`src/hdl/iywm_pkg.sv`:
```
// Shared types, constants and tables for the IMU yaw-compensated window mean.
// No dependencies.
`default_nettype none
package iywm_pkg;

    localparam int RING_DEPTH = 64;
    localparam int RING_AW    = 6;
    localparam int RING_DW    = 80;
    localparam int CNT_W      = 7;
    localparam int SUM_W      = 23;
    localparam int MAG_W      = 22;
    localparam int NUM_CH     = 5;

    localparam logic [CNT_W-1:0] CORDIC_LAST = 7'd15;
    localparam logic [CNT_W-1:0] DIV_LAST    = 7'd21;

    localparam logic [7:0] REG_WINDOW_SIZE = 8'd0;
    localparam logic [7:0] REG_YAW_GAIN    = 8'd1;

    localparam logic [6:0]  WIN_RESET  = 7'd16;
    localparam logic [6:0]  WIN_MAX    = 7'd64;
    localparam logic [15:0] GAIN_RESET = 16'd47722;

    localparam logic signed [33:0] CORDIC_X0 = 34'sd652032874;

    typedef struct packed {
        logic signed [15:0] gyro_x;
        logic signed [15:0] gyro_y;
        logic signed [15:0] gyro_z;
        logic signed [15:0] accel_x;
        logic signed [15:0] accel_y;
        logic [9:0]         elapsed_ms;
    } t_in;

    typedef struct packed {
        logic signed [15:0] mean_accel_x;
        logic signed [15:0] mean_accel_y;
        logic signed [15:0] mean_rate_x;
        logic signed [15:0] mean_rate_y;
        logic signed [15:0] mean_rate_z;
        logic [31:0]        heading;
    } t_out;

    typedef struct packed {
        logic             load;
        logic             mul1;
        logic             mul2;
        logic             yaw_add;
        logic             cordic_init;
        logic             cordic_step;
        logic             scale;
        logic             rot1;
        logic             rot2;
        logic             rot3;
        logic             sum_rd;
        logic             sum_acc;
        logic             div_init;
        logic             div_step;
        logic             out_load;
        logic [CNT_W-1:0] cnt;
    } t_cmd;

    typedef struct packed {
        logic [6:0] w;
    } t_sts;

    function automatic logic [31:0] atan_lut(input logic [3:0] idx);
        logic [31:0] v;
        unique case (idx)
            4'd0:    v = 32'h20000000;
            4'd1:    v = 32'h12E4051E;
            4'd2:    v = 32'h09FB385B;
            4'd3:    v = 32'h051111D4;
            4'd4:    v = 32'h028B0D43;
            4'd5:    v = 32'h0145D7E1;
            4'd6:    v = 32'h00A2F61E;
            4'd7:    v = 32'h00517C55;
            4'd8:    v = 32'h0028BE53;
            4'd9:    v = 32'h00145F2F;
            4'd10:   v = 32'h000A2F98;
            4'd11:   v = 32'h000517CC;
            4'd12:   v = 32'h00028BE6;
            4'd13:   v = 32'h000145F3;
            4'd14:   v = 32'h0000A2FA;
            4'd15:   v = 32'h0000517D;
            default: v = 32'h0;
        endcase
        return v;
    endfunction

endpackage
`default_nettype wire

```
`src/hdl/iywm_ctrl.sv`:
```
// Sequencer for the IMU yaw-compensated window mean.
// Depends on iywm_pkg; drives datapath commands, owns both handshakes.
`default_nettype none
module iywm_ctrl (
    input  wire logic          i_clk,
    input  wire logic          i_rst_n,
    input  wire logic          i_in_valid,
    output logic               o_in_stall,
    output logic               o_out_valid,
    input  wire logic          i_out_stall,
    input  wire iywm_pkg::t_sts i_sts,
    output iywm_pkg::t_cmd     o_cmd
);
    localparam logic [3:0] ST_IDLE   = 4'd0;
    localparam logic [3:0] ST_MUL1   = 4'd1;
    localparam logic [3:0] ST_MUL2   = 4'd2;
    localparam logic [3:0] ST_YAW    = 4'd3;
    localparam logic [3:0] ST_CINIT  = 4'd4;
    localparam logic [3:0] ST_CORDIC = 4'd5;
    localparam logic [3:0] ST_SCALE  = 4'd6;
    localparam logic [3:0] ST_ROT1   = 4'd7;
    localparam logic [3:0] ST_ROT2   = 4'd8;
    localparam logic [3:0] ST_ROT3   = 4'd9;
    localparam logic [3:0] ST_SUM    = 4'd10;
    localparam logic [3:0] ST_DIVI   = 4'd11;
    localparam logic [3:0] ST_DIV    = 4'd12;
    localparam logic [3:0] ST_DONE   = 4'd13;

    logic [3:0]                   r_state, n_state;
    logic [iywm_pkg::CNT_W-1:0]   r_cnt, n_cnt;
    logic                         r_out_valid, n_out_valid;
    logic                         out_free;

    assign out_free = !r_out_valid || !i_out_stall;

    always_comb begin
        n_state = r_state;
        n_cnt   = r_cnt + 7'd1;
        o_cmd   = '0;
        o_cmd.cnt = r_cnt;
        unique case (r_state)
            ST_IDLE: begin
                n_cnt = '0;
                if (i_in_valid) begin
                    o_cmd.load = 1'b1;
                    n_state    = ST_MUL1;
                end
            end
            ST_MUL1: begin
                o_cmd.mul1 = 1'b1;
                n_state    = ST_MUL2;
            end
            ST_MUL2: begin
                o_cmd.mul2 = 1'b1;
                n_state    = ST_YAW;
            end
            ST_YAW: begin
                o_cmd.yaw_add = 1'b1;
                n_state       = ST_CINIT;
            end
            ST_CINIT: begin
                o_cmd.cordic_init = 1'b1;
                n_cnt             = '0;
                n_state           = ST_CORDIC;
            end
            ST_CORDIC: begin
                o_cmd.cordic_step = 1'b1;
                if (r_cnt == iywm_pkg::CORDIC_LAST) begin
                    n_state = ST_SCALE;
                end
            end
            ST_SCALE: begin
                o_cmd.scale = 1'b1;
                n_state     = ST_ROT1;
            end
            ST_ROT1: begin
                o_cmd.rot1 = 1'b1;
                n_state    = ST_ROT2;
            end
            ST_ROT2: begin
                o_cmd.rot2 = 1'b1;
                n_state    = ST_ROT3;
            end
            ST_ROT3: begin
                o_cmd.rot3 = 1'b1;
                n_cnt      = '0;
                n_state    = ST_SUM;
            end
            ST_SUM: begin
                // read entry cnt, add the entry read in the cycle before
                o_cmd.sum_rd  = (r_cnt != i_sts.w);
                o_cmd.sum_acc = (r_cnt != '0);
                if (r_cnt == i_sts.w) begin
                    n_state = ST_DIVI;
                end
            end
            ST_DIVI: begin
                o_cmd.div_init = 1'b1;
                n_cnt          = '0;
                n_state        = ST_DIV;
            end
            ST_DIV: begin
                o_cmd.div_step = 1'b1;
                if (r_cnt == iywm_pkg::DIV_LAST) begin
                    n_state = ST_DONE;
                end
            end
            ST_DONE: begin
                if (out_free) begin
                    o_cmd.out_load = 1'b1;
                    n_state        = ST_IDLE;
                end
            end
            default: begin
                n_state = ST_IDLE;
            end
        endcase
    end

    always_comb begin
        n_out_valid = r_out_valid;
        if (o_cmd.out_load) begin
            n_out_valid = 1'b1;
        end else if (r_out_valid && !i_out_stall) begin
            n_out_valid = 1'b0;
        end
    end

    always_ff @(posedge i_clk) begin
        if (!i_rst_n) begin
            r_state     <= ST_IDLE;
            r_cnt       <= '0;
            r_out_valid <= 1'b0;
        end else begin
            r_state     <= n_state;
            r_cnt       <= n_cnt;
            r_out_valid <= n_out_valid;
        end
    end

    assign o_in_stall  = (r_state != ST_IDLE);
    assign o_out_valid = r_out_valid;
endmodule
`default_nettype wire

```
`config.mk`:
```
export PLATFORM = sky130hd
export DESIGN_NAME = iywm_ctrl
export DESIGN_NICKNAME = d
export VERILOG_FILES = /design/src/hdl/iywm_pkg.sv /design/src/hdl/iywm_ctrl.sv
export SDC_FILE = /design/constraint.sdc
export NUM_CORES = 1
export LEC_CHECK = 0
export ABC_AREA = 1
export BUFFER_PORTS_ARGS = -buffer_cell sky130_fd_sc_hd__clkbuf_2
export CELL_PAD_IN_SITES_DETAIL_PLACEMENT = 0
export CELL_PAD_IN_SITES_GLOBAL_PLACEMENT = 1
export CORE_ASPECT_RATIO = 0.7
export CORE_UTILIZATION = 35
export CTS_CLUSTER_DIAMETER = 200
export DETAILED_ROUTE_END_ITERATION = 8
export GPL_TIMING_DRIVEN = 0
export HOLD_SLACK_MARGIN = 0.08
export PLACE_DENSITY = 0.9
export SETUP_SLACK_MARGIN = 0.4
export SLEW_MARGIN = 20
export SYNTH_ARGS = -nofsm -noshare
export SYNTH_HDL_FRONTEND = slang
export SYNTH_SLANG_ARGS = --single-unit
```
`constraint.sdc`:
```
create_clock -name i_clk -period 3.25 [get_ports i_clk]
set_input_delay 0.4875 -clock i_clk [delete_from_list [all_inputs] [get_ports i_clk]]
set_output_delay 0.4875 -clock i_clk [all_outputs]
set_load 0.05 [all_outputs]
```
## Yosys cells after proc, flatten, opt, wreduce, memory -nomap -nowiden

Index checks and enable logic that the tools add are counted.

| cells by class | value |
|---|---|
| mux-type cells | 24 |
| add/subtract/negate cells | 1 |
| bitwise logic cells | 1 |
| equal/unequal tests | 22 |
| reduce and logical (&&, ||, !) cells | 10 |

Operator list:

| cell | number |
|---|---|
| $pmux W4 S14 | 1 |
| $eq A4 B4 Y1 const B | 6 |
| $mux W4 | 5 |
| $mux W1 | 17 |
| $eq A4 B3 Y1 const B | 4 |
| $ne A2 B2 Y1 const B | 5 |
| $eq A4 B2 Y1 const B | 2 |
| $add A7 B1 Y7 const B | 1 |
| $eq A7 B4 Y1 const B | 1 |
| $eq A7 B5 Y1 const B | 1 |
| $eq A7 B7 Y1 | 1 |
| $ne A7 B7 Y1 | 1 |
| $reduce_bool A7 Y1 | 1 |
| $reduce_and A5 Y1 | 1 |
| $reduce_or A5 Y1 | 1 |
| $eq A4 B1 Y1 const B | 1 |
| $logic_not A4 Y1 | 1 |
| $reduce_bool A4 Y1 | 1 |
| $logic_not A1 Y1 | 2 |
| $mux W2 | 1 |
| $reduce_bool A2 Y1 | 1 |
| $logic_and A1 B1 Y1 | 1 |
| $logic_or A1 B1 Y1 | 1 |
| $not A1 Y1 | 1 |

| word-level totals | value |
|---|---|
| bits in registers | 12 |
| input bits | 11 |
| word-level logic and storage cells | 61 |
| output and inout bits | 24 |

## Logic depth before layout (Yosys ltp)

Gate-level depths: netlist of run 1.

| logic depth | value |
|---|---|
| depth after elaboration | 5 |
| depth in mapped cells | 10 |
| gate-level depth less buffers | 10 |

## Worst setup path after synthesis of run 1

OpenSTA, ideal clock, no wires.

| path | value |
|---|---|
| kind | register to output |
| start point | register r_cnt[0] in the netlist's numbering |
| end point | output o_cmd[10] in the netlist's numbering |
| cell stages (with the launch flop) | 6 |
| required time | 2762 ps |
| setup slack | 971 ps |
| buffers on the path | 0 |
| arrival time | 1792 ps |
| path through | dfxtp_1 > inv_1 > ha_1 > nand3_1 > nor2_1 > nor2_1 |

RTL lines:

| item | RTL line | RTL |
|---|---|---|
| start, declared | iywm_ctrl.sv:30 | `logic [iywm_pkg::CNT_W-1:0] r_cnt, n_cnt;` |
| start signal, assigned | iywm_ctrl.sv:136 | `r_cnt <= n_cnt;` |
| end, declared | iywm_ctrl.sv:12 | `output iywm_pkg::t_cmd o_cmd` |

==> metrics.yaml, run 1 <==
clock_network:
  cts_max_level: 1
  cts_buffer_depth: 2
  cts_hold_buf: 0
  cts_root_buffer: "clkbuf_8"
  clk_latency_ps: 240
  post-cts-setup-buffer-count: 0
  clock-sinks: 12
  post_cts_resized: 0
  cts_tree: "done"
  cts_buffers: 3
  clk_pin_slew_ps: 50
synth:
  syn_nets: 166
  syn_area_um2: 957.2
  yosys_warnings: 0
  yosys.cell_types.count: 25
  avgSynthCellArea_um2: 6.297
  synth_edf_count: 0
  synth_seq_cells: 12
  yosysSeqAreaShare_pct: 25.10
  ys.flop_type: "dfxtp_1"
  syn_inst: 152
  ys_async_sr_fraction_pct: 0
setup_path:
  cp_slowest_cell: "dfxtp_1"
  crit-reg2reg-launch: "r_cnt[0]"
  critPathRequiredTime_ps: 2760
  end_kind: "primary output"
  start_kind: "flop"
  startpoint: "r_state[3]"
  cpPeakStageDelay_ps: 440
  worstPathArrival_ps: 1580
  path_max_fanout: 7
  crit_type: "reg -> out"
  path_cells: "inv_2 > nor2_2 > nand2_1 > o21bai_4 > inv_1 > clkbuf_2"
timing:
  period_share_pct: 63.60
  tightest_slew_ps: 311.5
  finalMaxSlewViolations: 0
  fin_tns_setup_ps: 0
  clock.fmax_mhz: 483.8
  fin_skew_ps: 3.435
  setup_viol: 0
  worst_slack_ps: 1183
  relSlewSlack_pct: 79.20
  final_hold_viol_count: 0
  period_minus_slack_ps: 2067
  rsz0062_at_grt: "no"
floorplan:
  placementRows: 15
  io_pins: 35
  die_x_um: 64.51
  core_um2: 2534
  die_height_um: 45.76
  die-area_um2: 2951
  start_util_pct: 37.78
detailed_routing:
  drtIter0Drc: 23
  vias: 1011
  firstDrtPassIters: 4
  final_antenna_net_count: 0
  routed_wirelength_um: 2336
  wl_per_cell_um: 10.48
  avgViaCountPerCell: 4.534
  drc: 0
global_routing:
  grt_usage_pct: 16.88
  grt_max_degree: 8
  grt_pass1_vias: 872
  antenna_found_initial: 0
  grt_pass1_wl_um: 3657
  grt-ovfl-total: 0
place:
  post-place-ws_ps: 1357
  dp_hpwl_um: 1963
  port_buffers: 34
  place_congestion: 0.8323
cells_and_area:
  layout_commonest_cell: "nand2_1"
  antennaDiodeCount: 0
  areaGrowthSynthToFinish_pct: 26.54
  n_fill_cell: 269
  final_layout_size_suffix_gt1_share_pct: 32.80
  nNetsFinal: 205
  final_cell_mix: "35 x nand2_1, 34 x clkbuf_2, 27 x nor2_1, 25 x inv_1, 12 x dfxtp_1"
  regArea_um2: 240.2
  multi_input_area_um2: 604.3
power_and_ir_drop:
  ir_drop_mv: 0.4028
  p_per_area_nw_per_um2: 900.5
  leakagePower_nw: 0.6606
  finalPower_mw: 1.091
outcome:
  status: "finished, final reports clean"
worst_hold_path:
  worstHoldPathType: "reg -> reg"
  hold_start: "o_out_valid"
flow_run:
  maxCapViolations: 0
==> layer usage <==
layer	wire, µm	global-route usage [%]	vias up
li1	-	-	535
met1	1142	20.78	447
met2	1048	28.84	25
met3	120	5.000	4
met4	25	5.333	0
met5	0	0	-
==> registers in the layout, indices dropped and copies added (netlist names) <==
signal	count
o_out_valid	1
r_cnt	7
r_state	4
==> power by group <==
group / internal, mW / switching (mW)
registers: 0.183 / 0.0591
logic: 0.192 / 0.524
clock network: 0.0814 / 0.0509
==> through the flow <==
stage | hold WS [ps] | util (%) | area [µm²] | instances
CTS | 488.7 | 47.80 | 1211 | 223
finish | 491.5 | 47.80 | 1211 | 223
global placement | 469.9 | 46.17 | 1170 | 220
detailed placement | 481.8 | 46.17 | 1170 | 220
global route | 511.7 | 47.80 | 1211 | 223
floorplan | 546.8 | - | 957.2 | 152
==> cells by family (layout without fill, tap and decap cells) <==
group                    Yosys count  in the layout  share of synthesized area, %
AO/OA/AOI/OAI                     17             17                         12.68
adder cells (fa/ha/maj)            3              3                         3.922
buffers and inverters             29             66                         11.76
flip-flops                        12             12                         25.10
AND/OR/NAND/NOR                   91             91                         46.54
==> critical path: cells and delay by family, from the launching register on <==
kind | cells | cell delay [ps]
buffers and inverters | 3 | 430
AO/OA/AOI/OAI | 1 | 210
AND/OR/NAND/NOR | 2 | 260
flip-flops | 1 | 440
==> area by class of cell <==
| cell class | instances | area share [%] |
|---|---|---|
| Multi-Input combinational cell | 111 | 49.90 |
| Sequential cell | 12 | 19.83 |
| Timing Repair Buffer | 34 | 14.05 |
| Inverter | 28 | 8.678 |
| Tap cell | 34 | 3.512 |
| Clock buffer | 3 | 3.409 |
| Buffer | 1 | 0.6198 |
==> synthesized netlist by cell type, types with 3 or more instances <==
cell type	n	area [µm²]
nor2_1	27	101.4
inv_2	3	11.26
nor2_4	4	45.04
inv_1	25	93.84
ha_1	3	37.54
nand3_1	7	35.03
a21oi_1	8	40.04
nand2_1	35	131.4
dfxtp_1	12	240.2
nor3_1	3	15.01
nand2_2	5	31.28
==> worst paths after layout <==
kind | to | depth (start not counted) | slack, ps
max | o_cmd[11] | 6 | 1180
min reg2reg | o_out_valid | 2 | 490
min | o_out_valid | 2 | 490
max reg2reg | r_state[1] | 8 | 1610
Power figures use the tool's default switching activity.
==> run 2: changes to the inputs <==
--- a/config.mk
+++ b/config.mk
@@ -10,12 +10,12 @@
 export CELL_PAD_IN_SITES_DETAIL_PLACEMENT = 0
 export CELL_PAD_IN_SITES_GLOBAL_PLACEMENT = 1
 export CORE_ASPECT_RATIO = 0.7
-export CORE_UTILIZATION = 35
+export CORE_UTILIZATION = 29
 export CTS_CLUSTER_DIAMETER = 200
 export DETAILED_ROUTE_END_ITERATION = 8
 export GPL_TIMING_DRIVEN = 0
 export HOLD_SLACK_MARGIN = 0.08
-export PLACE_DENSITY = 0.9
+export PLACE_DENSITY = 0.8
 export SETUP_SLACK_MARGIN = 0.4
 export SLEW_MARGIN = 20
 export SYNTH_ARGS = -nofsm -noshare
==> constraint.sdc (replaced) <==
create_clock -name i_clk -period 1.85 [get_ports i_clk]
set_input_delay 0.2775 -clock i_clk [delete_from_list [all_inputs] [get_ports i_clk]]
set_output_delay 0.2775 -clock i_clk [all_outputs]
set_load 0.05 [all_outputs]
==> metrics.yaml, run 2 (synthesis results as in run 1) <==
worst_hold_path:
  min_delay_path_depth: 3  # was 2
  holdPathEnd: "r_state[2]"  # was o_out_valid
  worstHoldPathType: "in -> reg"  # was reg -> reg
  hold_start: "i_rst_n"  # was o_out_valid
setup_path:
  reg2reg_setup_slack_ps: 300  # was 1610 ps
  start_kind: "flop"  # unchanged
  crit-reg2reg-launch: "r_cnt[0]"  # unchanged
  path_max_fanout: 4  # was 7
  end_kind: "primary output"  # unchanged
  r2r_cells: 9  # was 8
  crit_type: "reg -> out"  # unchanged
  worstPathArrival_ps: 1410  # was 1580 ps
  reg2reg_to: "r_state[1]"  # unchanged
  critPathRequiredTime_ps: 1570  # was 2760 ps
detailed_routing:
  wl_per_cell_um: 13.13  # was 10.48 µm
  final_antenna_net_count: 0  # unchanged
  firstDrtPassIters: 6  # was 4
  avgViaCountPerCell: 4.660  # was 4.534
  drc: 2  # was 0
  drtIter0Drc: 42  # was 23
  vias: 1165  # was 1011
  routed_wirelength_um: 3283  # was 2336 µm
timing:
  fin_skew_ps: 4.864  # was 3.435 ps
  finalMaxSlewViolations: 0  # unchanged
  setup_viol: 0  # unchanged
  clock.fmax_mhz: 593.2
  tightest_slew_ps: 263.5  # was 311.5 ps
  whs_ps: 264.9  # was 491.5 ps
  final_hold_viol_count: 0  # unchanged
  fin_tns_setup_ps: 0  # unchanged
  period_minus_slack_ps: 1686
  relSlewSlack_pct: 82.27  # was 79.20%
  rsz0062_at_grt: "yes"  # was no
  period_share_pct: 91.12
power_and_ir_drop:
  ir_drop_mv: 0.5018  # was 0.4028 mV
  p_clk_share_pct: 10.3  # was 12.1%
  swShare_pct: 53.79  # was 58.13%
  p_sw_mw: 1.554  # was 633.9 µW
  p_comb_share_pct: 72.1  # was 65.6%
  p_int_mw: 1.335  # was 456.7 µW
  pwr-share-seq_pct: 17.6  # was 22.2%
  p_per_area_nw_per_um2: 1579  # was 900.5 nW/µm²
  leakagePower_nw: 0.8550  # was 0.6606 nW
floorplan:
  io_pins: 35  # unchanged
  core_um2: 3148  # was 2534 µm²
  die_x_um: 70.67  # was 64.51 µm
  start_util_pct: 30.41  # was 37.78%
  die-area_um2: 3538  # was 2951 µm²
  placementRows: 17  # was 15
  die_height_um: 50.07  # was 45.76 µm
clock_network:
  clock-sinks: 12  # unchanged
  cts_hold_buf: 0  # unchanged
  cts_tree: "done"  # unchanged
  cts_buffer_depth: 2  # unchanged
  cts_max_level: 1  # unchanged
  clk_latency_ps: 250  # was 240 ps
  clk_pin_slew_ps: 50  # about the same
  cts_buffers: 3  # unchanged
  cts_root_buffer: "clkbuf_8"  # unchanged
global_routing:
  antenna_found_initial: 0  # unchanged
  grt_pass1_vias: 1037  # was 872
  grt_usage_pct: 17.76  # was 16.88%
  grt-ovfl-total: 0  # unchanged
  grt_pass1_wl_um: 4774  # was 3657 µm
  grt_max_degree: 8  # unchanged
cells_and_area:
  final_layout_size_suffix_gt1_share_pct: 64.62  # was 32.80%
  antennaDiodeCount: 0  # unchanged
  n_fill_cell: 270  # was 269
  largest_reg_flops: 7  # unchanged
  nNetsFinal: 227  # was 205
  instances_no_fill: 250  # was 223
  areaGrowthSynthToFinish_pct: 91.24  # was 26.54%
  layout_commonest_cell: "nand2_1"  # unchanged
  final_cell_mix: "29 x nand2_1, 20 x buf_4, 19 x clkbuf_2, 18 x nor2_4, 14 x inv_1"  # was 35 x nand2_1, 34 x clkbuf_2, 27 x nor2_1, 25 x inv_1, 12 x dfxtp_1
  regMostFlops: "r_cnt"  # unchanged
place:
  place_inst: 224  # was 220
  place_congestion: 0.8057  # was 0.8323
  port_buffers: 34  # unchanged
  dp_hpwl_um: 2012  # was 1963 µm
flow_run:
  maxCapViolations: 0  # unchanged
outcome:
  violations: "design-rule violations"
  status: "complete, but fails checks"  # was finished, final reports clean
==> run 2: final cells by class <==
class                   instances  area (µm²)  area share (%)
inverters                      28       121.4           6.630
repair buffers                 56       503.0           27.48
plain buffers                   1       7.507          0.4101
multi-input cells             111       822.0           44.91
well taps                      38       47.55           2.597
clock buffers                   4       55.05           3.008
flip-flops and latches         12       274.0           14.97
==> run 2: worst max-delay path, cell delays in order (launching register included) <==
cell	delay, ps
dfxtp_4	370
inv_4	40
nand2_2	60
nand2_2	70
nor2_2	110
nand2_2	70
o21bai_4	190
clkinvlp_4	110
buf_8	150
==> run 2: metal layers <==
layer  GRT usage [%]  routed length [µm]  part of all wire, %
met5               0                   0                    0
met2           26.70                1598                   49
met4           8.667                  87                  2.7
met3           4.703                 142                  4.3
met1           23.53                1455                   44
==> run 2: what timing repair did <==
action	in CTS	in global routing
hold endpoints to repair	0	0
pin swaps	11	18
setup buffers	13	9
endpoints found under the setup margin	19	22
resized for setup	54	47
==> run 2: how the worst max path moves through the flow <==
stage               start        end  slack, ps  depth (start not counted)
2_1_floorplan  r_state[1]  o_cmd[15]        260                          4
3_3_place_gp   r_state[3]  o_cmd[11]        170                          6
3_5_place_dp   r_state[3]  o_cmd[11]        160                          6
4_1_cts          r_cnt[2]  o_cmd[11]        160                          8
5_1_grt          r_cnt[1]  o_cmd[11]         80                          8
6_report         r_cnt[6]  o_cmd[11]        160                          8
==> run 2: power groups by stage <==
stage / clock network [mW] / registers (mW) / logic [mW]
3_3_place_gp: 0 / 0.446 / 1.32
4_1_cts: 0.306 / 0.461 / 1.74
5_1_grt: 0.317 / 0.512 / 2.20
2_1_floorplan: 0 / 0.492 / 1.04
3_5_place_dp: 0 / 0.449 / 1.34
6_report: 0.299 / 0.508 / 2.08
==> run 2: through the flow <==
stage | setup WS (ps) | utilization, % | power (mW) | cell area [µm²]
2_1_floorplan | 262.6 | - | 1.531 | 1037
3_3_place_gp | 171.1 | 39.86 | 1.770 | 1255
3_5_place_dp | 159.0 | 39.86 | 1.788 | 1255
4_1_cts | 156.9 | 51.15 | 2.503 | 1610
5_1_grt | 82.53 | 58.15 | 3.027 | 1831
6_report | 164.3 | 58.15 | 2.890 | 1831
